## config.mk

```make
export PLATFORM = sky130hd
export DESIGN_NAME = att_grid_ram
export DESIGN_NICKNAME = d
export VERILOG_FILES = /design/src/att_grid_ram.sv
export SDC_FILE = /design/constraint.sdc
export NUM_CORES = 1
export LEC_CHECK = 0
export ABC_AREA = 1
export BUFFER_PORTS_ARGS = -buffer_cell sky130_fd_sc_hd__buf_2
export CORE_AREA = 2 2 46 48
export DETAILED_ROUTE_END_ITERATION = 8
export DIE_AREA = 0 0 48 50
export GPL_TIMING_DRIVEN = 0
export PLACE_DENSITY_LB_ADDON = 0.2
export SYNTH_ARGS = -nofsm -noshare
export SYNTH_HDL_FRONTEND = slang
export SYNTH_SLANG_ARGS = --single-unit
```

## constraint.sdc

```tcl
create_clock -name clk -period 0.9 [get_ports clk]
set_clock_uncertainty 0.2 [all_clocks]
set_input_delay 0.045 -clock clk [delete_from_list [all_inputs] [get_ports clk]]
set_output_delay 0.045 -clock clk [all_outputs]
set_load 0.02 [all_outputs]
```

## src/att_grid_ram.sv

```systemverilog
// Character grid storage: one write port, one registered read port.
module att_grid_ram #(
  parameter int DEPTH = 2,
  parameter int AW    = 1
) (
  input  logic          clk,
  input  logic          we,
  input  logic [AW-1:0] waddr,
  input  logic [7:0]    wdata,
  input  logic [AW-1:0] raddr,
  output logic [7:0]    rdata
);

  logic [7:0] mem [DEPTH];
  logic [7:0] rdata_r;

  // Write the cell
  always_ff @(posedge clk) begin
    if (we) begin
      mem[waddr] <= wdata;
    end
  end

  // Register the read word
  always_ff @(posedge clk) begin
    rdata_r <= mem[raddr];
  end

  assign rdata = rdata_r;

endmodule

```

== Yosys cells after proc, flatten, opt, wreduce, memory -nomap -nowiden ==
Memories as Yosys holds them, arrays and structs flattened. A register that Yosys moved wholly into a read port is not among the register bits.
Cells that the tools add are included.
Cells by class
  add/subtract/negate cells: 0
  multiply operators: 0
  div/mod/pow operators: 0
  magnitude comparators: 0
  equal/unequal tests: 0
  shift-type cells: 0
  muxes and demuxes: 2
  bitwise operators: 0
  reductions and logical operators: 0
Operators by type and width (count)
  $mux 1: 2
Word-level totals
  register bits: 0
  bits in latches: 0
  RAM bits: 16
  memory bits (read-only): 0
  input bits: 12
  output and inout bits: 8
  word-level logic and storage cells: 3
  memories kept: 1
Memories
  mem: words 2, bits a word 8, rd ports 1, clocked after memory_dff 1, write ports 1, RTL line 14  | logic [7:0] mem [DEPTH];

== Depth between registers and ports, before layout ==
  depth after elaboration: 2
  depth in mapped cells: 4
  gate-level depth less buffers: 3

== Worst setup path after synthesis ==
OpenSTA, ideal clock, no wires.
  path type: in2reg
  start point: input port we
  end point: memory mem[0][0], enable pin
  arrival: 0.434 ns
  data required time: 0.329 ns
  setup slack: -0.105 ns
  cell stages on the path: 2
  cell sequence: inv_1 nor2_1
On the way
  cells in the longest elaborated chain, start to end: 2
RTL lines
  start: declaration: RTL line 7  | input logic we,
  $mux 1: RTL line 19  | if (we) begin
  $mux 1 (not written as such): RTL line 20  | mem[waddr] <= wdata;
  end: declaration: RTL line 14
No other way between the ends.

== Final worst setup path ==
  start point: register rdata_r[1], in the netlist rdata[1], read port of mem
  end point: output port rdata[1]
RTL lines
  start: declaration: RTL line 15  | logic [7:0] rdata_r;
  end: declaration: RTL line 11  | output logic [7:0] rdata
No word-level cell between the ends.

==> results.py <==
metrics = {
    "status": {
        "status": "complete, but fails checks",
        "violations": "hold timing, setup timing",
    },
    "power": {
        "switching_share_pct": 21.13,
        "combPwrFrac_pct": 11.6,
        "powerDensity_nw_per_um2": 1860,
        "p_int_uw": 1540,
        "seqPwrFrac_pct": 66.2,
        "pwr-share-clk_pct": 22.2,
        "power.switching_uw": 412.5,
        "max-vdd-ir-drop_mv": 1.079,
        "total_power_uw": 1952,
        "leakagePower_uw": 0.0004512,
    },
    "placement": {
        "port_buffers": 18,
        "gp_congestion": 0.5981,
        "dp_hpwl_um": 746,
    },
    "yosys": {
        "yosys-top-cells-area": "edfxtp_1 63%, dfxtp_1 21%, nand2_1 12%",
        "synth_top_area_share_pct": 63.16,
        "synth_fp_nets": 66,
        "synth.distinct_cells": 7,
        "syn_inst": 54,
        "synth_seq_cells": 24,
        "synth_seq_area_share_pct": 84.21,
        "syn_avg_cell_area_um2": 14.09,
        "synth_top_cell_by_area": "edfxtp_1",
        "mappedNetlistArea_um2": 760.7,
        "synth.yosys.warnings": 0,
    },
    "hold_path": {
        "hold_path_class": "in2reg",
        "min_path_cells": 3,
        "hp-start": "raddr",
    },
    "setup_path": {
        "crit_chain": "buf_6",
        "crit_arrival_ns": 0.75,
        "critPathLaunchType": "flip-flop",
        "crit_path_end_kind": "output port",
        "r2r-start": "mem[1][7]",
        "cp.depth": 1,
        "critPathMaxFanout": 1,
        "cp_top_family": "flip-flops",
        "required_ns": 0.65,
        "path_buf_inv": 1,
        "critPathLaunch": "rdata[1]",
        "crit_type": "reg2out",
        "reg2reg_depth": 2,
        "cpMaxStageDelayCell": "dfxtp_2",
        "slowest_delay_ns": 0.34,
    },
    "cts": {
        "cts-buffers-inserted": 3,
        "cts_root_buf": "clkbuf_4",
        "clk_path_buf_depth": 2,
        "clock_latency_ns": 0.30,
        "clk_pin_slew_ns": 0.11,
        "cts_setup_buffers": 0,
        "cts_htree_levels": 1,
        "cts.sinks": 24,
        "cts_hold_buf": 8,
        "cts_tree": "yes",
    },
    "die": {
        "rows": 16,
        "io_pins": 20,
        "die_y_um": 50,
        "initial_core_util_pct": 40.00,
        "die_area_um2": 2400,
        "die_x_um": 48,
        "core-area_um2": 1902,
    },
    "global_routing": {
        "grt_pass1_vias": 412,
        "grt_overflow": 0,
        "grt_use_total_pct": 12.11,
        "antenna_found_initial": 0,
        "grt_pass1_wl_um": 1849,
        "grt_start_max_net_pins": 13,
    },
    "cells_and_area": {
        "drive_above_1_share_pct": 38.55,
        "synthToLayoutAreaGrowth_pct": 37.99,
        "final_util_pct": 55.20,
        "final_cell_mix": "25 x nand2_1, 16 x edfxtp_1, 10 x buf_2",
        "fin_nets": 97,
        "final_common_cell": "nand2_1",
        "diodes": 0,
    },
    "sta": {
        "fmax_mhz": 1003,
        "period_needed_ns": 0.9971,
        "rsz0062_at_grt": "true",
        "hold_viol": 16,
        "tightest_slew_ns": 0.4143,
        "fin_ws_ns": -0.09707,
        "period_share_pct": 110.8,
        "max-slew-margin-rel_pct": 72.35,
        "slew_violations": 0,
        "setup_violations": 8,
        "whs_ns": -0.2176,
    },
    "routing": {
        "drc": 0,
        "wl_um": 1178,
        "vias": 455,
        "drt_iter0_markers": 6,
        "detail-route-antenna-nets": 0,
        "via_per_inst": 4.136,
        "drtPass1Iterations": 3,
        "wl_per_cell_um": 10.71,
    },
    "run": {
        "maxCapViolCount": 0,
    },
}
-- kinds of logic after synthesis --
kind of cell	count (synthesis)	share of synthesized area, %
and+or+nand+nor	26	12.83
buffers and inverters	4	2.960
DFF	24	84.21
-- Yosys cell counts --
| cell type | count |
|---|---|
| edfxtp_1 | 16 |
| inv_2 | 1 |
| nand2_1 | 25 |
| nor2_1 | 1 |
| dfxtp_1 | 8 |
| buf_6 | 1 |
| inv_1 | 2 |
-- cell type report --
cell class                      instances  area, µm²
Multi-Input combinational cell         26      100.1
Inverter                                3      11.26
Clock buffer                            3      22.52
Sequential cell                        24      650.6
Buffer                                  1      11.26
Timing Repair Buffer                   26      220.2
Fill cell                             164      852.1
Tap cell                               27      33.78
-- registers in the layout (all words and copies together) (netlist names) --
signal,cells
mem,16
rdata,8
-- worst paths after layout --
| check | slack [ns] | endpoint |
|---|---|---|
| min | -0.22 | rdata[6] |
| min reg2reg | 0.24 | rdata[0] |
| max | -0.1 | rdata[1] |
| max reg2reg | 0.10 | rdata[7] |
-- through the flow --
step / TNS, ns / setup WS, ns / cells / cell area, µm²
floorplan: 0 / 0.04774 / 54 / 763.2
global placement: -2.173 / -0.1866 / 99 / 887.1
detailed placement: -2.201 / -0.1800 / 99 / 887.1
CTS: -0.8450 / -0.1115 / 110 / 1049
global route: -1.097 / -0.1421 / 110 / 1050
finish: -0.7554 / -0.09707 / 110 / 1050
-- what timing repair did --
action | CTS | global route
endpoints found under the hold margin | 32 | 16
gates resized for setup | 23 | 1
gates cloned | 0 | 0
setup endpoints to repair | 8 | 8
pin swaps | 0 | 0
-- metal layers --
metal | track usage [%] | wire length [µm] | vias to the layer above
met4 | 6.757 | 12 | 0
met3 | 4.396 | 45 | 2
met5 | 0 | 0 | -
met1 | 12.05 | 413 | 208
met2 | 20.44 | 706 | 11
li1 | - | - | 234
-- power groups by stage --
stage | clock network (µW) | logic, µW | registers [µW]
after floorplan | 0 | 51.8 | 1340
after global placement | 0 | 159 | 1300
after detailed placement | 0 | 165 | 1300
after CTS | 452 | 228 | 1290
after global routing | 506 | 247 | 1300
final | 434 | 226 | 1290
(Power assumes the default switching activity.)
