<file path="config.mk">
export PLATFORM = sky130hd
export DESIGN_NAME = att_sweep
export DESIGN_NICKNAME = d
export VERILOG_FILES = /design/src/att_pkg.sv /design/src/att_sweep.sv
export SDC_FILE = /design/constraint.sdc
export NUM_CORES = 1
export LEC_CHECK = 0
export BUFFER_PORTS_ARGS = -buffer_cell sky130_fd_sc_hd__buf_4
export CORE_ASPECT_RATIO = 0.7
export CORE_MARGIN = 2
export CORE_UTILIZATION = 58
export CTS_BUF_LIST = sky130_fd_sc_hd__clkbuf_16
export DETAILED_ROUTE_END_ITERATION = 10
export HOLD_SLACK_MARGIN = 0.06
export PLACE_DENSITY = 0.83
export SLEW_MARGIN = 25
export SYNTH_ARGS = -nofsm -noshare
export SYNTH_HDL_FRONTEND = slang
export SYNTH_SLANG_ARGS = --single-unit
</file>
<file path="constraint.sdc">
create_clock -name clk -period 4.7 [get_ports clk]
set_input_delay 0.235 -clock clk [delete_from_list [all_inputs] [get_ports clk]]
set_output_delay 0.235 -clock clk [all_outputs]
set_load 0.05 [all_outputs]
</file>
<file path="src/att_pkg.sv">
// Shared types, character codes and defaults for the text terminal grid block.
package att_pkg;

  // Default sizes handed to the top level parameters
  localparam int SCROLLBACK_ROWS_DEF = 128;
  localparam int MAX_COLS_DEF        = 160;
  localparam int PARAM_CHARS_DEF     = 15;

  // Configuration port
  localparam int CFG_IDX_W = 8;
  localparam logic [CFG_IDX_W-1:0] CFG_VISIBLE_COLS = 8'd0;
  localparam logic [CFG_IDX_W-1:0] CFG_VISIBLE_ROWS = 8'd1;
  localparam logic [7:0] VISIBLE_COLS_RST = 8'd60;
  localparam logic [7:0] VISIBLE_ROWS_RST = 8'd20;

  // Operation codes
  localparam logic OP_PUT  = 1'b0;
  localparam logic OP_READ = 1'b1;

  // Character codes
  localparam logic [7:0] CH_BS    = 8'h08;
  localparam logic [7:0] CH_LF    = 8'h0A;
  localparam logic [7:0] CH_CR    = 8'h0D;
  localparam logic [7:0] CH_ESC   = 8'h1B;
  localparam logic [7:0] CH_SPACE = 8'h20;
  localparam logic [7:0] CH_DIG0  = 8'h30;
  localparam logic [7:0] CH_DIG9  = 8'h39;
  localparam logic [7:0] CH_SEMI  = 8'h3B;
  localparam logic [7:0] CH_H     = 8'h48;
  localparam logic [7:0] CH_J     = 8'h4A;
  localparam logic [7:0] CH_K     = 8'h4B;
  localparam logic [7:0] CH_LBRK  = 8'h5B;
  localparam logic [7:0] CH_TILDE = 8'h7E;

  // Parameter digit handling
  localparam int PCNT_W = 4;
  localparam logic [7:0] PARAM_SAT = 8'd255;

  typedef enum logic [1:0] {
    PM_NORMAL = 2'd0,
    PM_ESC    = 2'd1,
    PM_CSI    = 2'd2
  } pmode_t;

  typedef enum logic [2:0] {
    SQ_IDLE,
    SQ_RD,
    SQ_CLR,
    SQ_SCR,
    SQ_SCRW,
    SQ_FIN
  } sq_state_t;

  typedef struct packed {
    logic       opcode;
    logic [7:0] char_code;
    logic [6:0] read_row;
    logic [7:0] read_col;
  } in_item_t;

  typedef struct packed {
    logic [7:0] cell_char;
    logic [6:0] cursor_row_out;
    logic [7:0] cursor_col_out;
    logic [7:0] rows_in_use;
    logic [1:0] parser_mode;
  } out_item_t;

  // Grid work requested by the parser for one put
  typedef struct packed {
    logic       wr;
    logic [7:0] wdata;
    logic       clr_all;
    logic       clr_line;
    logic       scroll;
  } job_t;

endpackage

</file>
<file path="src/att_sweep.sv">
// Grid sequencer: single cell access, clear sweeps and the scroll copy, one cell a cycle.
module att_sweep #(
  parameter int ROWS = 128,
  parameter int MAXC = 160,
  parameter int RW   = 8,
  parameter int CW   = 8,
  parameter int AW   = 15
) (
  input  logic          clk,
  input  logic          rst_n,
  input  logic          take,
  input  logic          is_read,
  input  logic [6:0]    rd_row,
  input  logic [7:0]    rd_col,
  input  att_pkg::job_t job,
  input  logic [RW-1:0] job_row,
  input  logic [CW-1:0] job_col,
  input  logic [CW-1:0] cols_eff,
  input  logic          out_free,
  output logic          in_ready,
  output logic          out_load,
  output logic [7:0]    rd_char,
  output logic          we,
  output logic [AW-1:0] waddr,
  output logic [7:0]    wdata,
  output logic [AW-1:0] raddr,
  input  logic [7:0]    rdata
);

  att_pkg::sq_state_t state_r, state_nxt;
  logic [RW-1:0] sr_r, sr_nxt, er_r, er_nxt;
  logic [CW-1:0] sc_r, sc_nxt, lim_r, lim_nxt;
  logic init_r, init_nxt, spend_r, spend_nxt;
  logic cpv_r, cpv_nxt, rdok_r, rdok_nxt;
  logic [AW-1:0] cpa_r, cpa_nxt;
  logic [7:0] char_r, char_nxt;
  logic [AW-1:0] sweep_addr, job_addr, rd_addr;
  logic row_open, last_row;

  assign sweep_addr = AW'(sr_r) * AW'(MAXC) + AW'(sc_r);
  assign job_addr   = AW'(job_row) * AW'(MAXC) + AW'(job_col);
  assign rd_addr    = AW'(rd_row) * AW'(MAXC) + AW'(rd_col);
  assign row_open   = (sc_r < lim_r);
  assign last_row   = (sr_r == er_r);

  // Next state and sweep counters
  always_comb begin
    state_nxt = state_r;
    sr_nxt    = sr_r;
    er_nxt    = er_r;
    sc_nxt    = sc_r;
    lim_nxt   = lim_r;
    init_nxt  = init_r;
    spend_nxt = spend_r;
    cpv_nxt   = 1'b0;
    cpa_nxt   = cpa_r;
    rdok_nxt  = rdok_r;
    char_nxt  = char_r;
    unique case (state_r)
      att_pkg::SQ_IDLE: begin
        if (take) begin
          char_nxt = 8'd0;
          lim_nxt  = cols_eff;
          sc_nxt   = '0;
          if (is_read) begin
            rdok_nxt  = (32'(rd_row) < ROWS) && (32'(rd_col) < MAXC);
            state_nxt = att_pkg::SQ_RD;
          end else if (job.clr_all) begin
            sr_nxt    = '0;
            er_nxt    = RW'(ROWS - 1);
            state_nxt = att_pkg::SQ_CLR;
          end else if (job.clr_line) begin
            sr_nxt    = job_row;
            er_nxt    = job_row;
            sc_nxt    = job_col;
            spend_nxt = job.scroll;
            state_nxt = att_pkg::SQ_CLR;
          end else if (job.scroll) begin
            sr_nxt    = RW'(1);
            state_nxt = att_pkg::SQ_SCR;
          end else begin
            state_nxt = att_pkg::SQ_FIN;
          end
        end
      end
      att_pkg::SQ_RD: begin
        char_nxt  = rdok_r ? rdata : 8'd0;
        state_nxt = att_pkg::SQ_FIN;
      end
      att_pkg::SQ_CLR: begin
        if (row_open) begin
          sc_nxt = sc_r + 1'b1;
        end else if (!last_row) begin
          sr_nxt = sr_r + 1'b1;
          sc_nxt = '0;
        end else if (init_r) begin
          init_nxt  = 1'b0;
          state_nxt = att_pkg::SQ_IDLE;
        end else if (spend_r) begin
          spend_nxt = 1'b0;
          sr_nxt    = RW'(1);
          sc_nxt    = '0;
          state_nxt = att_pkg::SQ_SCR;
        end else begin
          state_nxt = att_pkg::SQ_FIN;
        end
      end
      att_pkg::SQ_SCR: begin
        if (row_open) begin
          cpv_nxt = 1'b1;
          cpa_nxt = sweep_addr - AW'(MAXC);
          sc_nxt  = sc_r + 1'b1;
        end else if (32'(sr_r) == ROWS - 1) begin
          state_nxt = att_pkg::SQ_SCRW;
        end else begin
          sr_nxt = sr_r + 1'b1;
          sc_nxt = '0;
        end
      end
      att_pkg::SQ_SCRW: begin
        sr_nxt    = RW'(ROWS - 1);
        er_nxt    = RW'(ROWS - 1);
        sc_nxt    = '0;
        state_nxt = att_pkg::SQ_CLR;
      end
      att_pkg::SQ_FIN: begin
        if (out_free) state_nxt = att_pkg::SQ_IDLE;
      end
      default: state_nxt = att_pkg::SQ_IDLE;
    endcase
  end

  // Memory ports and handshake outputs
  always_comb begin
    we       = 1'b0;
    waddr    = sweep_addr;
    wdata    = att_pkg::CH_SPACE;
    raddr    = sweep_addr;
    in_ready = 1'b0;
    out_load = 1'b0;
    if (cpv_r) begin
      we    = 1'b1;
      waddr = cpa_r;
      wdata = rdata;
    end
    unique case (state_r)
      att_pkg::SQ_IDLE: begin
        in_ready = 1'b1;
        raddr    = rd_addr;
        if (take && !is_read && job.wr) begin
          we    = 1'b1;
          waddr = job_addr;
          wdata = job.wdata;
        end
      end
      att_pkg::SQ_CLR: begin
        if (row_open) we = 1'b1;
      end
      att_pkg::SQ_FIN: out_load = out_free;
      default: begin
      end
    endcase
  end

  // Hold sequencer registers; reset starts the grid clearing pass
  always_ff @(posedge clk) begin
    if (!rst_n) begin
      state_r <= att_pkg::SQ_CLR;
      sr_r    <= '0;
      er_r    <= RW'(ROWS - 1);
      sc_r    <= '0;
      lim_r   <= CW'(MAXC);
      init_r  <= 1'b1;
      spend_r <= 1'b0;
      cpv_r   <= 1'b0;
      rdok_r  <= 1'b0;
    end else begin
      state_r <= state_nxt;
      sr_r    <= sr_nxt;
      er_r    <= er_nxt;
      sc_r    <= sc_nxt;
      lim_r   <= lim_nxt;
      init_r  <= init_nxt;
      spend_r <= spend_nxt;
      cpv_r   <= cpv_nxt;
      rdok_r  <= rdok_nxt;
    end
  end

  always_ff @(posedge clk) begin
    cpa_r  <= cpa_nxt;
    char_r <= char_nxt;
  end

  assign rd_char = char_r;

endmodule

</file>
* Word-level counts from Yosys, hierarchy flattened
Index checks and enable logic that the tools add are counted.
** Storage, ports and cells
- Register bits after elaboration :: 62
- Latch bits :: 0
- RAM bits :: 0
- Memory bits (read-only) :: 0
- Input bits :: 64
- Output and inout port bits :: 49
- Logic and storage cells :: 133
- Memories kept :: 0
** Operators by class
- $add $sub $neg :: 6
- Multipliers :: 3
- Div/mod/pow operators :: 0
- $lt $le $gt $ge :: 2
- Eq/ne operators :: 25
- Shift operators :: 0
- Multiplexer cells :: 66
- Bitwise operators :: 1
- Reductions and logical operators :: 19
** Operators by type and width (count)
- $mux 8 :: 30
- $pmux 8 s4 :: 2
- $mux 15 :: 4
- $add 15x8->15 :: 3
- $mux 3 :: 12
- $pmux 8 s2 :: 2
- $ne 2x2->1 const B :: 11
- $mul 8x3->10 const B :: 2
- $pmux 3 s6 :: 1
- $add 8x1->8 const B :: 2
- $sub 15x8->15 const B :: 1
- $mux 1 :: 13
- $ne 3x3->1 const B :: 4
- $ne 4x4->1 const B :: 3
- $mul 7x3->10 const B :: 1
- $reduce_and 9->1 :: 1
- $eq 8x7->1 const B :: 1
- $eq 8x8->1 :: 1
- $lt 8x8->1 :: 1
- $lt 8x8->1 const B :: 1
- $reduce_and 2->1 :: 4
- $reduce_and 8->1 :: 1
- $eq 3x2->1 const B :: 2
- $eq 3x3->1 const B :: 2
- other kinds (12) :: 17

* Depth between registers and ports, before layout
- Depth in word-level cells :: 6
- Gate-level depth with buffers :: 11
- Gate-level depth less buffers :: 11

* Worst setup path before layout
OpenSTA, ideal clock, no wires.
- Path kind :: reg2out
- Start :: reg sr_r[1]
- End :: out waddr[12]
- Arrival :: 3.405 ns
- Required time :: 4.465 ns
- Slack :: 1.060 ns
- Stages on the path, launching flop included :: 11
- Path buffers :: 0
- Path through :: dfxtp_1 ha_1 ha_1 inv_1 fa_1 nand2b_1 nor3_1 nand2_1 xnor2_1 mux2i_1 o21ai_0
** Between the ends
- Cells in the longest elaborated chain, start to end :: 5
** Ends and longest elaborated chain
- start: declaration :: RTL line att_sweep.sv:31 : logic [RW-1:0] sr_r, sr_nxt, er_r, er_nxt;
- start signal: assignment :: RTL line att_sweep.sv:179 : sr_r <= sr_nxt;
- $mul 8x3->10 * :: RTL line att_sweep.sv:40 : assign sweep_addr = AW'(sr_r) * AW'(MAXC) + AW'(sc_r);
- $add 15x8->15 * :: RTL line att_sweep.sv:40
- $mux 15 * :: RTL line att_sweep.sv:141 : if (cpv_r) begin
- $mux 15 :: RTL line att_sweep.sv:150 : if (take && !is_read && job.wr) begin
- $mux 15 * :: RTL line att_sweep.sv:146 : unique case (state_r)
- end: declaration :: RTL line att_sweep.sv:24 : output logic [AW-1:0] waddr,
Mark *: on every way between the ends. The rest lies on a longest branch, timed or not.

* Final worst setup path
- Start :: reg sr_r[0]
- End :: out waddr[13]
The elaborated chain is that of the path after synthesis.

==> results.toml <==
[timing]
fmax_ghz = 0.2740
finalSetupTns_ps = 0
tightest_slew_ps = 900.8
min_period_ps = 3650
setup_violations = 0
post-route-period-util_pct = 77.65
rsz0062_at_grt = "no"
worst_slack_ps = 1050
finalClockSkew_ps = 15.45
final-max-slew-violation-count = 0
slew_headroom_pct = 39.62
hold_viol_final = 0

[yosys]
synth-edff-count = 23
synth_ff_type = "dfxtp_1"
synth_sequential_area_ratio_pct = 26.87
synth_warnings = 0
async_reset_ff_share_pct = 0
synthesis.nets = 774
synth_seq_cells = 62
synth_area_mm2 = 0.005477
syn-mean-instance-area_um2 = 8.412
synth_cell_types = 71
synth_cells = 651

[hold_path]
min_from = "cols_eff[7]"
hold_end = "lim_r[7]"
hold_depth = 3
hp-class = "input pin to flip-flop"

[cells_and_area]
antenna_cells = 0
drive_gt1_share_pct = 22.05
nets = 871
fillers = 686
area_growth_pct = 21.64

[clock_network]
ctsHoldBuffers = 0
root_buffer = "clkbuf_16"
cts_made_buffers = 9
clkLatencyLatePin_ps = 350
cts_max_level = 3
post-cts-setup-buffer-count = 0
cts.repair.resized = 0
cts_tree = "built"
cts_sinks = 62
clk_pin_slew_worst_paths_ps = 60
clockBufferDepth = 2

[critical_path]
path_class = "flip-flop to output port"
path_max_fanout = 8
cp-start-kind = "flip-flop"
cp_top_family = "adder cells"
path_cells = "ha_1, ha_1, inv_1, fa_1, nor2b_1, o31ai_1, xnor2_1, nand3_1, xnor2_1, mux2i_1, mux2i_1, buf_4"
rr_startpoint = "sr_r[1]"
r2r-end = "cpa_r[14]"
max_stage_delay_ps = 520
crit_buf_inv = 2
worstPathArrival_ps = 3410
worstSetupEndpointType = "output port"
crit_slowest_cell = "dfxtp_1"
rrSetupSlack_ps = 1530
reg2regPathDepth = 9
crit_required_ps = 4470

[status]
status = "finished clean"

[power]
p_per_area_mw_per_mm2 = 222.4
power.total_mw = 1.481
leakage_nw = 2.847
vdd_drop_max_v = 0.0002015

[route]
wire_per_inst_um = 17.09
drc_errors = 0
vias = 5246
first_iter_violations = 606
dr.pass1.iters = 6
postRouteAntennaNets = 0
via_per_inst = 5.982
wirelength_mm = 14.99

[grt]
antenna_found_initial = 0
grt_pass1_vias = 4940
track_usage_pct = 29.86
grt_pass1_wl_mm = 24.50
grt_start_max_net_pins = 33
overflow = 0

[die]
coreArea_mm2 = 0.009107
die_w_um = 120.1
initial_core_util_pct = 60.13
io_pins = 113
dieArea_mm2 = 0.01025
dieHeight_um = 85.30
row_count = 29

[placement]
hpwlAfterDp_mm = 11.21
port_buffers = 112
gp_congestion = 0.9310
dp_slack_ps = 1464

[flow_run]
drv_cap = 0
## flip-flops by register name (all words and copies together), names as in the netlist
| name | flops |
|---|---|
| init_r | 1 |
| cpa_r | 15 |
| state_r | 3 |
| rdok_r | 1 |
| lim_r | 8 |
| er_r | 8 |
| spend_r | 1 |
| sr_r | 8 |
| sc_r | 8 |
| cpv_r | 1 |
| rd_char | 8 |
## cells in the final DEF, fill, tap and decap left out, types with 4 or more instances in the layout
cell,instances
buf_4,115
nand2_1,60
ha_1,53
inv_1,47
o21ai_0,47
nor2_1,46
dfxtp_1,38
a21oi_1,37
xor2_1,27
edfxtp_1,23
xnor2_1,22
nor3_1,21
mux2i_1,17
nor2b_1,14
nand3_1,13
and2_1,11
and3_1,10
a21o_1,9
clkbuf_16,9
nand2b_1,7
a211oi_1,7
a21oi_2,7
o31ai_1,6
a22oi_1,6
fa_1,6
nor3_2,5
o211ai_1,5
or2_2,4
nand4_1,4
mux2_2,4
## Yosys cell counts, drive strengths merged, types with 5 or more instances
master,instances,area [um2]
o211ai,5,37.54
nor2,47,178.9
a22oi,6,45.04
mux2i,17,170.2
nand2,60,225.2
a211oi,9,77.57
a21o,9,67.56
nor2b,14,87.58
nand2b,7,43.79
fa,6,120.1
xnor2,22,192.7
a21oi,45,262.8
clkbuf,21,78.83
a31o,6,52.56
o21ai,51,259.0
o31ai,6,45.04
xor2,28,252.8
o32ai,6,75.08
nor3,26,145.1
nand3,13,65.06
ha,53,663.1
and3,10,62.56
and2,11,68.82
edfxtp,23,690.7
inv,46,172.7
dfxtp,39,780.8
buf,8,57.55
or2,5,31.28
## worst reg2reg max path: stages, from the launching register on
cell,delay [ps]
dfxtp_1,500
ha_1,290
ha_1,230
inv_1,80
fa_1,470
nor3_1,350
xor2_1,220
or3b_1,460
nor3_2,220
xor2_1,90
## metal layers
metal  up-vias  share of wire [%]  track usage, %
li1       2520                  -               -
met2       238                 46           46.59
met3        19                8.2           5.511
met4         0               0.99           8.128
met1      2469                 45           42.54
met5         -                  0               0
## final cells by class
class / instances / area [um2] / share of cell area [%]
inverter: 46 / 172.7 / 2.592
multi-input combinational: 514 / 3706 / 55.63
tap: 124 / 155.1 / 2.329
clock inverter: 7 / 66.31 / 0.9955
timing repair buffer: 115 / 863.3 / 12.96
clock buffer: 9 / 225.2 / 3.381
sequential: 62 / 1473 / 22.11
## how the worst max path moves through the flow
stage | startpoint | endpoint | cells after the start
after floorplan | sr_r[1] | waddr[12] | 10
after global placement | sr_r[1] | waddr[12] | 11
after detailed placement | sr_r[1] | waddr[13] | 12
after CTS | sr_r[1] | waddr[13] | 12
after global routing | sr_r[0] | raddr[13] | 12
final | sr_r[0] | waddr[13] | 12
## where the power goes
part,switching [mW],internal [mW]
registers,0.00530,0.557
clock network,0.255,0.406
logic,0.139,0.119
## metrics by stage
step,cells,instance area (um2),utilization [%],hold WS (ps)
after detailed placement,861,6365,69.89,447.8
final,877,6661,73.14,118.6
after global routing,877,6661,73.14,139.0
after global placement,861,6364,69.87,446.6
after floorplan,651,5477,-,371.0
after CTS,877,6656,73.09,113.2
## cell families after synthesis
kind of cell | after synthesis | share of synthesized area, %
muxes | 21 | 3.930
and+or+nand+nor | 216 | 19.92
AOI/OAI and AO/OA | 168 | 21.20
DFF | 62 | 26.87
buffers and inverters | 75 | 5.643
xor gates and xnor gates | 50 | 8.133
adders and majority gates | 59 | 14.30
Note: power is estimated with default switching activity, not from simulation.
