## config.mk

```make
export PLATFORM = sky130hd
export DESIGN_NAME = att_parser
export DESIGN_NICKNAME = d
export VERILOG_FILES = /design/src/att_pkg.sv /design/src/att_parser.sv
export SDC_FILE = /design/constraint.sdc
export NUM_CORES = 1
export LEC_CHECK = 0
export BUFFER_PORTS_ARGS = -buffer_cell sky130_fd_sc_hd__buf_2
export CORE_ASPECT_RATIO = 0.7
export CORE_MARGIN = 4
export CORE_UTILIZATION = 60
export CTS_CLUSTER_SIZE = 16
export DETAILED_ROUTE_END_ITERATION = 16
export HOLD_SLACK_MARGIN = 0.12
export PLACE_DENSITY = 0.88
export SLEW_MARGIN = 20
export SYNTH_ARGS = -nofsm -noshare
export SYNTH_HDL_FRONTEND = slang
export SYNTH_SLANG_ARGS = --single-unit
```

## constraint.sdc

```tcl
create_clock -name clk -period 9.8 [get_ports clk]
set_clock_uncertainty 0.05 [all_clocks]
set_input_delay 0.98 -clock clk [delete_from_list [all_inputs] [get_ports clk]]
set_output_delay 0.98 -clock clk [all_outputs]
set_load 0.02 [all_outputs]
```

## src/att_pkg.sv

```systemverilog
// Shared types, character codes and defaults for the text terminal grid block.
package att_pkg;

  // Default sizes handed to the top level parameters
  localparam int SCROLLBACK_ROWS_DEF = 128;
  localparam int MAX_COLS_DEF        = 160;
  localparam int PARAM_CHARS_DEF     = 15;

  // Configuration port
  localparam int CFG_IDX_W = 8;
  localparam logic [CFG_IDX_W-1:0] CFG_VISIBLE_COLS = 8'd0;
  localparam logic [CFG_IDX_W-1:0] CFG_VISIBLE_ROWS = 8'd1;
  localparam logic [7:0] VISIBLE_COLS_RST = 8'd60;
  localparam logic [7:0] VISIBLE_ROWS_RST = 8'd20;

  // Operation codes
  localparam logic OP_PUT  = 1'b0;
  localparam logic OP_READ = 1'b1;

  // Character codes
  localparam logic [7:0] CH_BS    = 8'h08;
  localparam logic [7:0] CH_LF    = 8'h0A;
  localparam logic [7:0] CH_CR    = 8'h0D;
  localparam logic [7:0] CH_ESC   = 8'h1B;
  localparam logic [7:0] CH_SPACE = 8'h20;
  localparam logic [7:0] CH_DIG0  = 8'h30;
  localparam logic [7:0] CH_DIG9  = 8'h39;
  localparam logic [7:0] CH_SEMI  = 8'h3B;
  localparam logic [7:0] CH_H     = 8'h48;
  localparam logic [7:0] CH_J     = 8'h4A;
  localparam logic [7:0] CH_K     = 8'h4B;
  localparam logic [7:0] CH_LBRK  = 8'h5B;
  localparam logic [7:0] CH_TILDE = 8'h7E;

  // Parameter digit handling
  localparam int PCNT_W = 4;
  localparam logic [7:0] PARAM_SAT = 8'd255;

  typedef enum logic [1:0] {
    PM_NORMAL = 2'd0,
    PM_ESC    = 2'd1,
    PM_CSI    = 2'd2
  } pmode_t;

  typedef enum logic [2:0] {
    SQ_IDLE,
    SQ_RD,
    SQ_CLR,
    SQ_SCR,
    SQ_SCRW,
    SQ_FIN
  } sq_state_t;

  typedef struct packed {
    logic       opcode;
    logic [7:0] char_code;
    logic [6:0] read_row;
    logic [7:0] read_col;
  } in_item_t;

  typedef struct packed {
    logic [7:0] cell_char;
    logic [6:0] cursor_row_out;
    logic [7:0] cursor_col_out;
    logic [7:0] rows_in_use;
    logic [1:0] parser_mode;
  } out_item_t;

  // Grid work requested by the parser for one put
  typedef struct packed {
    logic       wr;
    logic [7:0] wdata;
    logic       clr_all;
    logic       clr_line;
    logic       scroll;
  } job_t;

endpackage

```

## src/att_parser.sv

```systemverilog
// Byte parser: cursor, row count, escape state and grid work for each put.
module att_parser #(
  parameter int ROWS   = 128,
  parameter int PCHARS = 15,
  parameter int RW     = 8,
  parameter int CW     = 8
) (
  input  logic          clk,
  input  logic          rst_n,
  input  logic          take,
  input  logic [7:0]    ch,
  input  logic [CW-1:0] cols_eff,
  input  logic [RW-1:0] rows_eff,
  output att_pkg::job_t job,
  output logic [RW-1:0] job_row,
  output logic [CW-1:0] job_col,
  output logic [RW-1:0] cur_row,
  output logic [CW-1:0] cur_col,
  output logic [RW-1:0] act_rows,
  output logic [1:0]    mode
);

  att_pkg::pmode_t mode_r, mode_nxt;
  logic [att_pkg::PCNT_W-1:0] pcnt_r, pcnt_nxt;
  logic [7:0] fp_r, fp_nxt, sp_r, sp_nxt;
  logic sep_r, sep_nxt;
  logic [RW-1:0] row_r, row_nxt, act_r, act_nxt;
  logic [CW-1:0] col_r, col_nxt;
  logic is_dig, is_semi;
  logic [7:0] nr, nc;

  function automatic logic [7:0] add_digit(input logic [7:0] v, input logic [7:0] c);
    logic [11:0] t;
    t = {1'b0, v, 3'b000} + {3'b000, v, 1'b0} + {4'b0000, c - att_pkg::CH_DIG0};
    return (t > 12'(att_pkg::PARAM_SAT)) ? att_pkg::PARAM_SAT : t[7:0];
  endfunction

  assign is_dig  = (ch >= att_pkg::CH_DIG0) && (ch <= att_pkg::CH_DIG9);
  assign is_semi = (ch == att_pkg::CH_SEMI);
  assign nr      = (fp_r != 8'd0) ? fp_r - 8'd1 : 8'd0;
  assign nc      = (sp_r != 8'd0) ? sp_r - 8'd1 : 8'd0;

  // Decode the byte and settle the cursor
  always_comb begin
    mode_nxt = mode_r;
    pcnt_nxt = pcnt_r;
    fp_nxt   = fp_r;
    sp_nxt   = sp_r;
    sep_nxt  = sep_r;
    row_nxt  = row_r;
    col_nxt  = col_r;
    act_nxt  = act_r;
    job      = '0;
    job_row  = row_r;
    job_col  = col_r;
    unique case (mode_r)
      att_pkg::PM_ESC: begin
        mode_nxt = (ch == att_pkg::CH_LBRK) ? att_pkg::PM_CSI : att_pkg::PM_NORMAL;
      end
      att_pkg::PM_CSI: begin
        if (is_dig || is_semi) begin
          if (32'(pcnt_r) < PCHARS) begin
            pcnt_nxt = pcnt_r + 1'b1;
            if (is_semi) begin
              sep_nxt = 1'b1;
            end else if (sep_r) begin
              sp_nxt = add_digit(sp_r, ch);
            end else begin
              fp_nxt = add_digit(fp_r, ch);
            end
          end
        end else begin
          mode_nxt = att_pkg::PM_NORMAL;
          unique case (ch)
            att_pkg::CH_J: begin
              job.clr_all = 1'b1;
              act_nxt = rows_eff;
              row_nxt = '0;
              col_nxt = '0;
            end
            att_pkg::CH_K: begin
              job.clr_line = 1'b1;
            end
            att_pkg::CH_H: begin
              if (32'(nr) < 32'(rows_eff)) row_nxt = RW'(nr);
              if (32'(nc) < 32'(cols_eff)) col_nxt = CW'(nc);
            end
            default: begin
            end
          endcase
        end
      end
      default: begin
        mode_nxt = att_pkg::PM_NORMAL;
        if (ch == att_pkg::CH_ESC) begin
          mode_nxt = att_pkg::PM_ESC;
          pcnt_nxt = '0;
          fp_nxt   = '0;
          sp_nxt   = '0;
          sep_nxt  = 1'b0;
        end else if (ch == att_pkg::CH_LF) begin
          row_nxt = row_r + 1'b1;
          col_nxt = '0;
        end else if (ch == att_pkg::CH_CR) begin
          col_nxt = '0;
        end else if (ch == att_pkg::CH_BS) begin
          if (col_r != '0) begin
            col_nxt   = col_r - 1'b1;
            job_col   = col_r - 1'b1;
            job.wr    = 1'b1;
            job.wdata = att_pkg::CH_SPACE;
          end
        end else if (ch >= att_pkg::CH_SPACE && ch <= att_pkg::CH_TILDE) begin
          job.wr    = 1'b1;
          job.wdata = ch;
          col_nxt   = col_r + 1'b1;
        end
      end
    endcase
    // Wrap, scroll and track rows in use
    if (col_nxt >= cols_eff) begin
      col_nxt = '0;
      row_nxt = row_nxt + 1'b1;
    end
    if (32'(row_nxt) >= ROWS) begin
      row_nxt    = RW'(ROWS - 1);
      job.scroll = 1'b1;
    end
    if (row_nxt >= act_nxt) begin
      act_nxt = row_nxt + 1'b1;
    end
  end

  // Hold terminal state, advance on each put
  always_ff @(posedge clk) begin
    if (!rst_n) begin
      mode_r <= att_pkg::PM_NORMAL;
      pcnt_r <= '0;
      fp_r   <= '0;
      sp_r   <= '0;
      sep_r  <= 1'b0;
      row_r  <= '0;
      col_r  <= '0;
      act_r  <= '0;
    end else if (take) begin
      mode_r <= mode_nxt;
      pcnt_r <= pcnt_nxt;
      fp_r   <= fp_nxt;
      sp_r   <= sp_nxt;
      sep_r  <= sep_nxt;
      row_r  <= row_nxt;
      col_r  <= col_nxt;
      act_r  <= act_nxt;
    end
  end

  assign cur_row  = row_r;
  assign cur_col  = col_r;
  assign act_rows = act_r;
  assign mode     = mode_r;

endmodule

```

After elaboration in Yosys (flattened, before gate mapping):

Index checks and enable logic that the tools add are counted.

* logic and storage cells: 133
* output and inout bits: 54
* bits in registers: 47
* input port bits: 27

* add/subtract/negate cells: 13
* equal/unequal tests: 18
* reduce and logical (&&, ||, !) cells: 13
* bitwise gates (word level): 1
* mux-type cells: 68
* order comparisons: 12

Operators by type and width (count)
* 2-to-1 mux 8 bit: 37
* one-hot mux 8 bit (2 select lines): 6
* 2-to-1 mux 9 bit: 7
* adder 8 x 1 -> 8 bit, second input constant: 4
* equality test 8 x 7 -> 1 bit, second input constant: 4
* adder 11 x 9 -> 12 bit: 2
* adder 12 x 8 -> 12 bit: 2
* equality test 8 x 4 -> 1 bit, second input constant: 3
* greater-than comparator 12 x 8 -> 1 bit, second input constant: 2
* nonzero test 8 bit: 3
* subtractor 8 x 1 -> 8 bit, second input constant: 3
* >= comparator 8 x 6 -> 1 bit, second input constant: 2
* >= comparator 8 bit: 2
* < comparator 8 bit: 2
* inequality test 2 bit, second input constant: 7
* AND reduction 7 bit: 2
* 2-to-1 mux 4 bit: 3
* equality test 8 x 5 -> 1 bit, second input constant: 1
* equality test 8 x 6 -> 1 bit, second input constant: 1
* >= comparator 8 bit, second input constant: 1
* <= comparator 8 x 6 -> 1 bit, second input constant: 1
* <= comparator 8 x 7 -> 1 bit, second input constant: 1
* 2-to-1 mux 1 bit: 8
* 2-to-1 mux 2 bit: 4
* 16 further kinds: 17

Logic depth before layout (Yosys ltp):

Gate-level depths: netlist of the first run.

* depth after elaboration: 14
* mapped depth: 40

Worst setup path before layout of the first run:

No wires, ideal clock.

* path type: register to register
* start point: register sp_r[2]
* end point: register act_r[0], in the netlist act_rows[0]
* setup time: 137 ps
* arrival: 7358 ps
* stages on the path, launching flop included: 35
* path slack: 2255 ps
* cells stage by stage: dfxtp_1 > nor4_1 > and4_1 > a21oi_1 > ha_1 > a21o_1 > a21o_1 > a21oi_1 > nand2_1 > o21ai_0 > o21bai_1 > a22o_1 > a32oi_1 > nand2_1 > ha_1 > and3_1 > a21oi_1 > o21ai_0 > o41ai_2 > a211oi_1 > a21boi_1 > and4_1 > nor3_1 > ha_1 > a21o_1 > a21o_1 > a21oi_1 > nand3_1 > a2111o_1 > a311oi_1 > a211o_1 > buf_2 > o21ai_1 > a21oi_1 > a211oi_1

* longest elaborated chain between the ends: 13
* elaborated cells on any way between the ends: 15

RTL lines
* start, declared: line att_parser.sv:25 `logic [7:0] fp_r, fp_nxt, sp_r, sp_nxt;`
* start signal, assigned: line att_parser.sv:149 `sp_r <= sp_nxt;`
* subtractor 8 x 1 -> 8 bit or nonzero test 8 bit (tied branches): line att_parser.sv:41 `assign nc = (sp_r != 8'd0) ? sp_r - 8'd1 : 8'd0;`
* 2-to-1 mux 8 bit *: line att_parser.sv:41
* < comparator 8 bit: line att_parser.sv:86 `if (32'(nc) < 32'(cols_eff)) col_nxt = CW'(nc);`
* 2-to-1 mux 8 bit *: line att_parser.sv:86
* one-hot mux 8 bit (2 select lines) *: line att_parser.sv:74 `unique case (ch)`
* 2-to-1 mux 8 bit *: line att_parser.sv:61 `if (is_dig || is_semi) begin`
* one-hot mux 8 bit (2 select lines) *: line att_parser.sv:56 `unique case (mode_r)`
* >= comparator 8 bit *: line att_parser.sv:121 `if (col_nxt >= cols_eff) begin`
* 2-to-1 mux 8 bit *: line att_parser.sv:121
* >= comparator 8 bit: line att_parser.sv:125 `if (32'(row_nxt) >= ROWS) begin`
* 2-to-1 mux 8 bit *: line att_parser.sv:125
* via row_nxt[5]: line att_parser.sv:27 `logic [RW-1:0] row_r, row_nxt, act_r, act_nxt;`
* >= comparator 8 bit *: line att_parser.sv:129 `if (row_nxt >= act_nxt) begin`
* 2-to-1 mux 8 bit *: line att_parser.sv:129
* end signal, assigned: line att_parser.sv:153 `act_r <= act_nxt;`
* end, declared: line att_parser.sv:27

The timed path passes the listed nets; every way through them passes the cells marked *.
A chain may end at the register's enable or synchronous reset.

Worst setup path in the final report of the first run:

Same ends and word-level chain as after synthesis.

==> metrics.yaml, run 1 <==
drc_errors: 0
grt_setup_unrepaired: "false"
ys_warn_count: 0
maxCapViolCount: 0
first_pass_iters: 5
crit_required_ns: 9.92
powerDensity_nw_per_um2: 76.4
fin_crit_ns: 8.54
wirelength_mm: 17.7
die_h_um: 92.3
crit_path_end_kind: "register"
routedWlPerCell_um: 17.5
total_power_mw: 0.507
relSlewSlack_pct: 33.0
cp_slowest_cell: "nor4_1"
critPathKind: "register to register"
dp_slack_ns: 1.49
synth_area_sq_um: 6100
hold_violations: 0
vias: 6445
cts.path.max_buffers: 2
grt.total_usage_pct: 29.9
r2r_slack_ns: 1.26
cts_inserted_buffers: 5
dpl-instance-area_sq_um: 6470
yosysSeqAreaShare_pct: 15.4
yosys.area.top_type_share_pct: 15.4
postCtsResizedCells: 0
ios: 81
slowest_delay_ns: 0.75
fin_tns_setup_ns: 0
dieWidth_um: 128
status: "completed"
std_cell_rows: 30
setup_ws_ns: 1.26
viasPerCell: 6.40
grtUsageMet3_pct: 5.65
drive_above_1_share_pct: 12.9
synth_largest_area_cell: "dfxtp_1"
clockRootBuffer: "clkbuf_16"
synth_ff_type: "dfxtp_1"
met1_usage_pct: 45.9
startpoint: "sp_r[2]"
tightest_slew_ns: 1.00
synthCells: 831
postCtsHoldBufs: 0
grt_pass1_wl_mm: 29.4
ys_types: 79
antenna_found_initial: 0
portBuffers: 79
postCtsSetupRepairBufs: 0
min_from: "sp_r[4]"
final_common_cell: "buf_2"
cts.sinks: 47
ant_nets: 0
p_leak_nw: 3.07
syn_avg_cell_area_sq_um: 7.34
hpwl_mm: 13.8
synth_enable_flop_cells: 0
htree_num_levels: 2
yosys-top-cells-area: "dfxtp_1 15%, ha_1 14%, a21oi_1 5.3%"
grt_max_degree: 43
async_reset_ff_share_pct: 0
cp-start-kind: "register"
use_met2_pct: 43.2
stdcell_count: 1007
nets: 984
ys_ff_latch: 47
r2r-start: "sp_r[2]"
coreArea_sq_um: 9800
syn2layout_area_growth_pct: 8.76
critical_path_arrival_ns: 8.66
hold_path.class: "register to register"
drtIter0Drc: 821
insertedDiodeCount: 0
initial_utilization_pct: 62.2
overflow: 0
finalSetupViolations: 0
grt-busiest-layer: "met1"
clkTransAtPathRegs_ns: 0.07
fin_crit_sh_pct: 87.1
layout_common_cells: "79 x buf_2, 75 x nand2_1, 71 x nor2_1"
utilization_pct: 67.7
insertion_delay_ns: 0.30
slew_violations: 0
place_congestion: 0.985
dieArea_sq_um: 11900
peakVddDrop_uv: 62.6
path_max_fanout: 11
cts_tree: "done"
hold_ws_ns: 0.464
grt_pass1_vias: 5750
placed_cells: 999
fin_area_sq_um: 6630
fmax_mhz: 117
==> worst paths after layout <==
| kind | endpoint | cells past startpoint |
|---|---|---|
| min | sp_r[4] | 2 |
| max reg2reg | act_rows[0] | 36 |
| max | act_rows[0] | 36 |
| min reg2reg | sp_r[4] | 2 |
==> cell type report <==
type | count | area [sq um]
Tap cell | 128 | 160
Inverter | 72 | 273
Multi-Input combinational cell | 669 | 4670
Clock buffer | 8 | 156
Fill cell | 834 | 3170
Sequential cell | 47 | 941
Timing Repair Buffer | 83 | 425
==> worst max-delay path, delay by kind of cell, from the launching register on <==
kind	cells	cell delay (ns)
buf+inv	3	0.34
compound gates	21	4.53
xor+xnor	1	0.18
flops	1	0.38
simple gates	8	2.11
fa+ha+maj	3	0.81
==> cell families after synthesis <==
logic type      Yosys count  share of synthesized area, %
mux                      14                          2.32
simple gates            301                          25.5
fa+ha+maj                79                          17.7
flops                    47                          15.4
other cells               1                        0.0615
buf+inv                 116                          8.05
xor+xnor                 27                          4.19
compound gates          246                          26.8
==> layer usage <==
metal | up-vias | share of wire (%)
met2 | 404 | 41
li1 | 3094 | -
met5 | - | 0
met1 | 2920 | 46
met4 | 0 | 1.3
met3 | 27 | 12
==> where the power goes <==
group          internal (mW)  switching, mW  total [mW]  leakage (nW)
Clock                  0.109         0.0763       0.185        0.0772
Sequential             0.195        0.00668       0.202         0.381
Combinational         0.0428         0.0772       0.120          2.61
Total                  0.347          0.160       0.507          3.07
==> cells in the mapped netlist (5+ instances only) <==
library cell  count
nand2b_1         17
nand3_1          21
ha_1             67
nor4_1            9
dfxtp_1          47
a22oi_1           7
o211ai_1         13
o31ai_1           9
inv_1            70
nand3b_1          5
a41oi_1           6
nand2_1          75
o21ai_1           8
a211o_1           5
a31oi_1          15
o21ai_0          43
clkbuf_1         27
nor2b_1          12
xnor2_1          20
a22o_1            5
and2_1           15
a21o_1           14
and3_1           15
o22ai_1           8
buf_4             9
xor2_1            6
mux2i_1          13
a211oi_1         10
or3_1             9
fa_1             12
nor2_1           71
nor3_1           14
nand4_1          15
a21oi_1          64
==> flip-flops by register name, summed over array words and instances (netlist names) <==
| register | flops |
|---|---|
| pcnt_r | 4 |
| cur_col | 8 |
| fp_r | 8 |
| sep_r | 1 |
| act_rows | 8 |
| cur_row | 8 |
| sp_r | 8 |
| mode | 2 |
Power figures use the tool's default switching activity.
==> run 2: changes to the inputs <==
--- a/config.mk
+++ b/config.mk
@@ -12,7 +12,7 @@
 export CTS_CLUSTER_SIZE = 16
 export DETAILED_ROUTE_END_ITERATION = 16
 export HOLD_SLACK_MARGIN = 0.12
-export PLACE_DENSITY = 0.88
+export PLACE_DENSITY_LB_ADDON = 0.12
 export SLEW_MARGIN = 20
 export SYNTH_ARGS = -nofsm -noshare
 export SYNTH_HDL_FRONTEND = slang
==> run 2 against run 1 <==
Effect of this change: die area stayed put; cell count hardly changed; largest power group is now the clock network; critical endpoint unchanged; largest cell class unchanged; clock-buffer cell count is 2 lower; clock power is 13% higher; first-iteration DRC count is 14% higher; setup slack better by 0.0085 ns.
==> metrics.yaml, run 2 (same netlist as run 1, synthesis figures left out) <==
status: "completed"
crit_path_end_kind: "register"
final_common_cell: "buf_2"
grt_pass1_wl_mm: 30.6  # +3.9%
dpl-instance-area_sq_um: 6470  # -0.12%
fillCellCount: 856  # +2.6%
routedWlPerCell_um: 18.7  # +6.5%
total_power_mw: 0.532  # +5.0%
drive_above_1_share_pct: 12.9  # +0.015 points
drtIter0Drc: 932  # +14%
clkTransAtPathRegs_ns: 0.07  # about the same
p_leak_nw: 3.07  # +0.16%
crit_required_ns: 9.89  # -0.03 ns
clockRootBuffer: "clkbuf_16"
viasPerCell: 6.47  # +1.0%
place_congestion: 0.990  # +0.54%
grt.total_usage_pct: 31.7  # +1.7 points
hold_ws_ns: 0.459  # -0.00431 ns
insertedDiodeCount: 0  # unchanged
dp_slack_ns: 1.39  # -0.0945 ns
portBuffers: 79  # unchanged
ant_nets: 0  # unchanged
nets: 983  # -0.10%
peakVddDrop_uv: 84.5  # +35%
postCtsHoldBufs: 0  # unchanged
fin_crit_ns: 8.53  # -0.00849 ns
std_cell_rows: 30  # unchanged
crit_top_cell: "a21oi_1"
grt_setup_unrepaired: "false"
cts.sinks: 47  # unchanged
cp_slowest_cell: "nor4_1"
postCtsResizedCells: 0  # unchanged
htree_num_levels: 2  # unchanged
critPathKind: "register to register"
initial_utilization_pct: 62.2  # unchanged
overflow: 0  # unchanged
powerDensity_nw_per_um2: 80.1  # +4.8%
dieArea_sq_um: 11900  # unchanged
first_pass_iters: 6  # +1
hold_path.class: "register to register"
antenna_found_initial: 0  # unchanged
tightest_slew_ns: 0.940  # -0.0650 ns
maxCapViolCount: 0  # unchanged
fin_tns_setup_ns: 0  # unchanged
layout_common_cells: "79 x buf_2, 75 x nand2_1, 71 x nor2_1"
critical_path_arrival_ns: 8.62  # -0.04 ns
cp-start-kind: "register"
drc_errors: 0  # unchanged
grt_pass1_vias: 5963  # +3.7%
hpwl_mm: 14.8  # +6.6%
stdcell_count: 1006  # -0.099%
insertion_delay_ns: 0.30  # about the same
ios: 81  # unchanged
cts.path.max_buffers: 2  # unchanged
finalSetupViolations: 0  # unchanged
coreArea_sq_um: 9800  # unchanged
fin_crit_sh_pct: 87.0  # about the same
setup_ws_ns: 1.27  # +0.00849 ns
syn2layout_area_growth_pct: 8.93
slowest_delay_ns: 0.71  # -0.04 ns
die_h_um: 92.3  # unchanged
fmax_mhz: 117  # about the same
utilization_pct: 67.8  # +0.10 points
postCtsSetupRepairBufs: 0  # unchanged
fin_area_sq_um: 6640  # +0.15%
grt_max_degree: 43  # unchanged
path_max_fanout: 11  # unchanged
relSlewSlack_pct: 37.3  # +4.3 points
dieWidth_um: 128  # unchanged
slew_violations: 0  # unchanged
placed_cells: 998  # -0.10%
vias: 6505  # +0.93%
cts_tree: "done"
hold_violations: 0  # unchanged
wirelength_mm: 18.8  # +6.4%
cts_inserted_buffers: 5  # unchanged
-- run 2: changes by cell type in the layout (fill, tap and decap cells not counted) --
cell / previous run / this run
buf_4: 4 / 3
clkinv_2: 0 / 1
bufinv_16: 0 / 1
clkbuf_1: 1 / 0
clkbuf_8: 2 / 1
-- run 2: critical path, delay by kind of cell, from the launching register on --
family	cells	cell delay, ns
AO/OA/AOI/OAI	22	4.58
AND/OR/NAND/NOR	8	2.02
adder cells (fa/ha/maj)	3	0.84
flip-flops	1	0.38
buffers and inverters	3	0.32
XOR/XNOR	1	0.17
-- run 2: worst paths after layout --
| check | endpoint | from | slack (ns) | cells after the start |
|---|---|---|---|---|
| worst min-delay path | sep_r | sep_r | 0.46 | 2 |
| worst max register to register | act_rows[0] | sp_r[2] | 1.27 | 37 |
| worst max-delay path | act_rows[0] | sp_r[2] | 1.27 | 37 |
| worst min register to register | sep_r | sep_r | 0.46 | 2 |
-- run 2: cell type report --
| class | instances | area (sq um) | area share (%) |
|---|---|---|---|
| Multi-Input combinational cell | 669 | 4670 | 70.4 |
| Sequential cell | 47 | 941 | 14.2 |
| Tap cell | 128 | 160 | 2.41 |
| Timing Repair Buffer | 82 | 418 | 6.29 |
| Clock inverter | 2 | 35.0 | 0.528 |
| Inverter | 72 | 273 | 4.11 |
| Clock buffer | 6 | 139 | 2.09 |
-- run 2: metal layers --
metal / up-vias / wire length [um] / GRT usage [%] / share of wire [%]
li1: 3098 / - / - / -
met1: 3009 / 8440 / 46.2 / 45
met2: 367 / 7940 / 47.8 / 42
met3: 31 / 2090 / 6.46 / 11
met4: 0 / 304 / 7.33 / 1.6
met5: - / 0 / 0 / 0
-- run 2: power breakdown --
| group | total [mW] | switching (mW) | leakage, nW | internal (mW) |
|---|---|---|---|---|
| combinational | 0.121 | 0.0787 | 2.60 | 0.0427 |
| sequential | 0.202 | 0.00688 | 0.381 | 0.195 |
| clock | 0.209 | 0.0815 | 0.0868 | 0.127 |
| total | 0.532 | 0.167 | 3.07 | 0.365 |
==> run 3: changes to the inputs <==
--- a/config.mk
+++ b/config.mk
@@ -13,6 +13,7 @@
 export DETAILED_ROUTE_END_ITERATION = 16
 export HOLD_SLACK_MARGIN = 0.12
 export PLACE_DENSITY_LB_ADDON = 0.12
+export RECOVER_POWER = 50
 export SLEW_MARGIN = 20
 export SYNTH_ARGS = -nofsm -noshare
 export SYNTH_HDL_FRONTEND = slang
==> run 3 against run 2 <==
Effect of this change: non-clock buffer count is the same; sequential power hardly changed; setup slack worse by 0.15 ns; flip-flop and latch count unchanged; utilization fell by 0.57 points; register-to-register slack got worse by 0.15 ns; largest power group unchanged; largest cell class unchanged; global-route usage stayed put; sequential share of layout area rose by 0.12 points; clock-buffer cell count is the same; critical endpoint unchanged; worst hold slack lost 0.0014 ns; critical path depth grew 1; the flow now finishes with violations (capacitance limit, slew limit); maximum frequency shrank 1.7%.
==> metrics.yaml, run 3 (same netlist as run 1, synthesis figures left out) <==
finalSetupViolations: 0  # unchanged
hpwl_mm: 14.8  # unchanged
grt_setup_unrepaired: "false"
drtIter0Drc: 959  # +2.9%
holdPathStages: 2  # unchanged
fin_crit_ns: 8.68  # +0.147 ns
postCtsHoldBufs: 0  # unchanged
portBuffers: 79  # unchanged
ant_nets: 0  # unchanged
hold_violations: 0  # unchanged
r2r-start: "sp_r[2]"
peakVddDrop_uv: 84.5  # about the same
insertion_delay_ns: 0.30  # about the same
cp-start-kind: "register"
fin_tns_setup_ns: 0  # unchanged
status: "complete, but fails checks"
fmax_mhz: 115  # -1.7%
grt_pass1_vias: 5963  # unchanged
postCtsSetupRepairBufs: 0  # unchanged
std_cell_rows: 30  # unchanged
r2r_slack_ns: 1.12  # -0.15 ns
grt-busiest-layer: "met2"
grt_pass1_wl_mm: 30.6  # unchanged
maxCapViolCount: 1  # +1
violations: "capacitance limit, slew limit"
cts.sinks: 47  # unchanged
cts_tree: "done"
grtUsageMet3_pct: 6.46  # unchanged
multiInputGateArea_sq_um: 4670  # unchanged
vias: 6510  # +0.077%
antenna_found_initial: 0  # unchanged
htree_num_levels: 2  # unchanged
overflow: 0  # unchanged
coreArea_sq_um: 9800  # unchanged
min_to: "sep_r"
die_h_um: 92.3  # unchanged
min_from: "sep_r"
cp_slowest_cell: "nor4_1"
hold_path.class: "register to register"
relSlewSlack_pct: -25.9  # -63 points
hold_ws_ns: 0.458  # -0.00138 ns
clockRootBuffer: "clkbuf_16"
tightest_slew_ns: 1.89  # +0.949 ns
dieWidth_um: 128  # unchanged
routedWlPerCell_um: 18.8  # +0.51%
cts.path.max_buffers: 2  # unchanged
grt_max_degree: 43  # unchanged
syn2layout_area_growth_pct: 8.00
final_common_cell: "nand2_1"
cts_inserted_buffers: 5  # unchanged
slowest_delay_ns: 0.74  # +0.03 ns
postCtsResizedCells: 0  # unchanged
fin_crit_sh_pct: 88.5  # +1.5 points
seq_area_sq_um: 941  # unchanged
p_leak_nw: 2.90  # -5.6%
nets: 983  # unchanged
crit_required_ns: 9.84  # -0.05 ns
met1_usage_pct: 46.2  # unchanged
fillCellCount: 889  # +3.9%
path_max_fanout: 11  # unchanged
critPathKind: "register to register"
critical_path_arrival_ns: 8.72  # +0.10 ns
first_pass_iters: 6  # unchanged
clkTransAtPathRegs_ns: 0.08  # about the same
insertedDiodeCount: 0  # unchanged
reg2reg_depth: 38  # +2.7%
crit_path_end_kind: "register"
use_met2_pct: 47.8  # unchanged
place_congestion: 0.990  # unchanged
dieArea_sq_um: 11900  # unchanged
wirelength_mm: 18.9  # +0.51%
ios: 81  # unchanged
grt.total_usage_pct: 31.7  # unchanged
layout_common_cells: "75 x nand2_1, 71 x nor2_1, 70 x inv_1"
viasPerCell: 6.47  # about the same
r2r-end: "act_rows[0]"
drive_above_1_share_pct: 7.97  # -4.9 points
drc_errors: 0  # unchanged
initial_utilization_pct: 62.2  # unchanged
powerDensity_nw_per_um2: 80.5  # +0.55%
slew_violations: 43  # +43
==> run 3: cell count changes in the layout (fill, tap and decap cells not counted), sizes merged <==
cell	before	now
buf	82	39
clkbuf	6	49
==> run 3: final cells by class <==
type,instances,share of cell area [%]
inverters,72,4.14
multi-input cells,669,71.0
clock buffers,6,2.11
repair buffers,82,5.49
flip-flops and latches,47,14.3
clock inverters,2,0.532
well taps,128,2.43
==> run 3: per-stage QoR <==
stage	total power [mW]	instance area [sq um]	worst slack, ns	util (%)	std cells
after floorplan	0.287	6100	2.26	-	832
after global placement	0.321	6470	1.78	66.0	998
after detailed placement	0.324	6470	1.39	66.0	998
after CTS	0.531	6640	1.38	67.8	1006
after global routing	0.554	6580	0.309	67.2	1006
final	0.530	6580	1.12	67.2	1006
==> run 3: report_power, final <==
group | internal (mW) | switching, mW | total (mW)
Sequential | 0.195 | 0.00715 | 0.202
Clock | 0.127 | 0.0810 | 0.208
Combinational | 0.0410 | 0.0790 | 0.120
Total | 0.363 | 0.167 | 0.530
==> run 3: per-layer routing <==
metal	part of all wire (%)	vias up
li1	-	3093
met1	46	3027
met2	43	356
met3	10	34
met4	1.8	0
met5	0	-
==> run 3: how the worst max path moves through the flow <==
stage | start | slack, ns | endpoint | cells after the start
2_1_floorplan | sp_r[2] | 2.26 | act_rows[0] | 34
3_3_place_gp | sp_r[2] | 1.78 | act_rows[0] | 34
3_5_place_dp | ch[4] | 1.39 | act_rows[0] | 33
4_1_cts | sp_r[2] | 1.38 | act_rows[0] | 38
5_1_grt | sp_r[2] | 0.31 | act_rows[0] | 36
6_report | sp_r[2] | 1.12 | act_rows[0] | 38
==> run 3: worst max-delay path, delay by kind of cell, from the launching register on <==
kind,cells,cell delay [ns]
fa+ha+maj,3,0.80
compound gates,23,4.78
xor+xnor,1,0.18
simple gates,8,1.94
buf+inv,3,0.32
flops,1,0.38
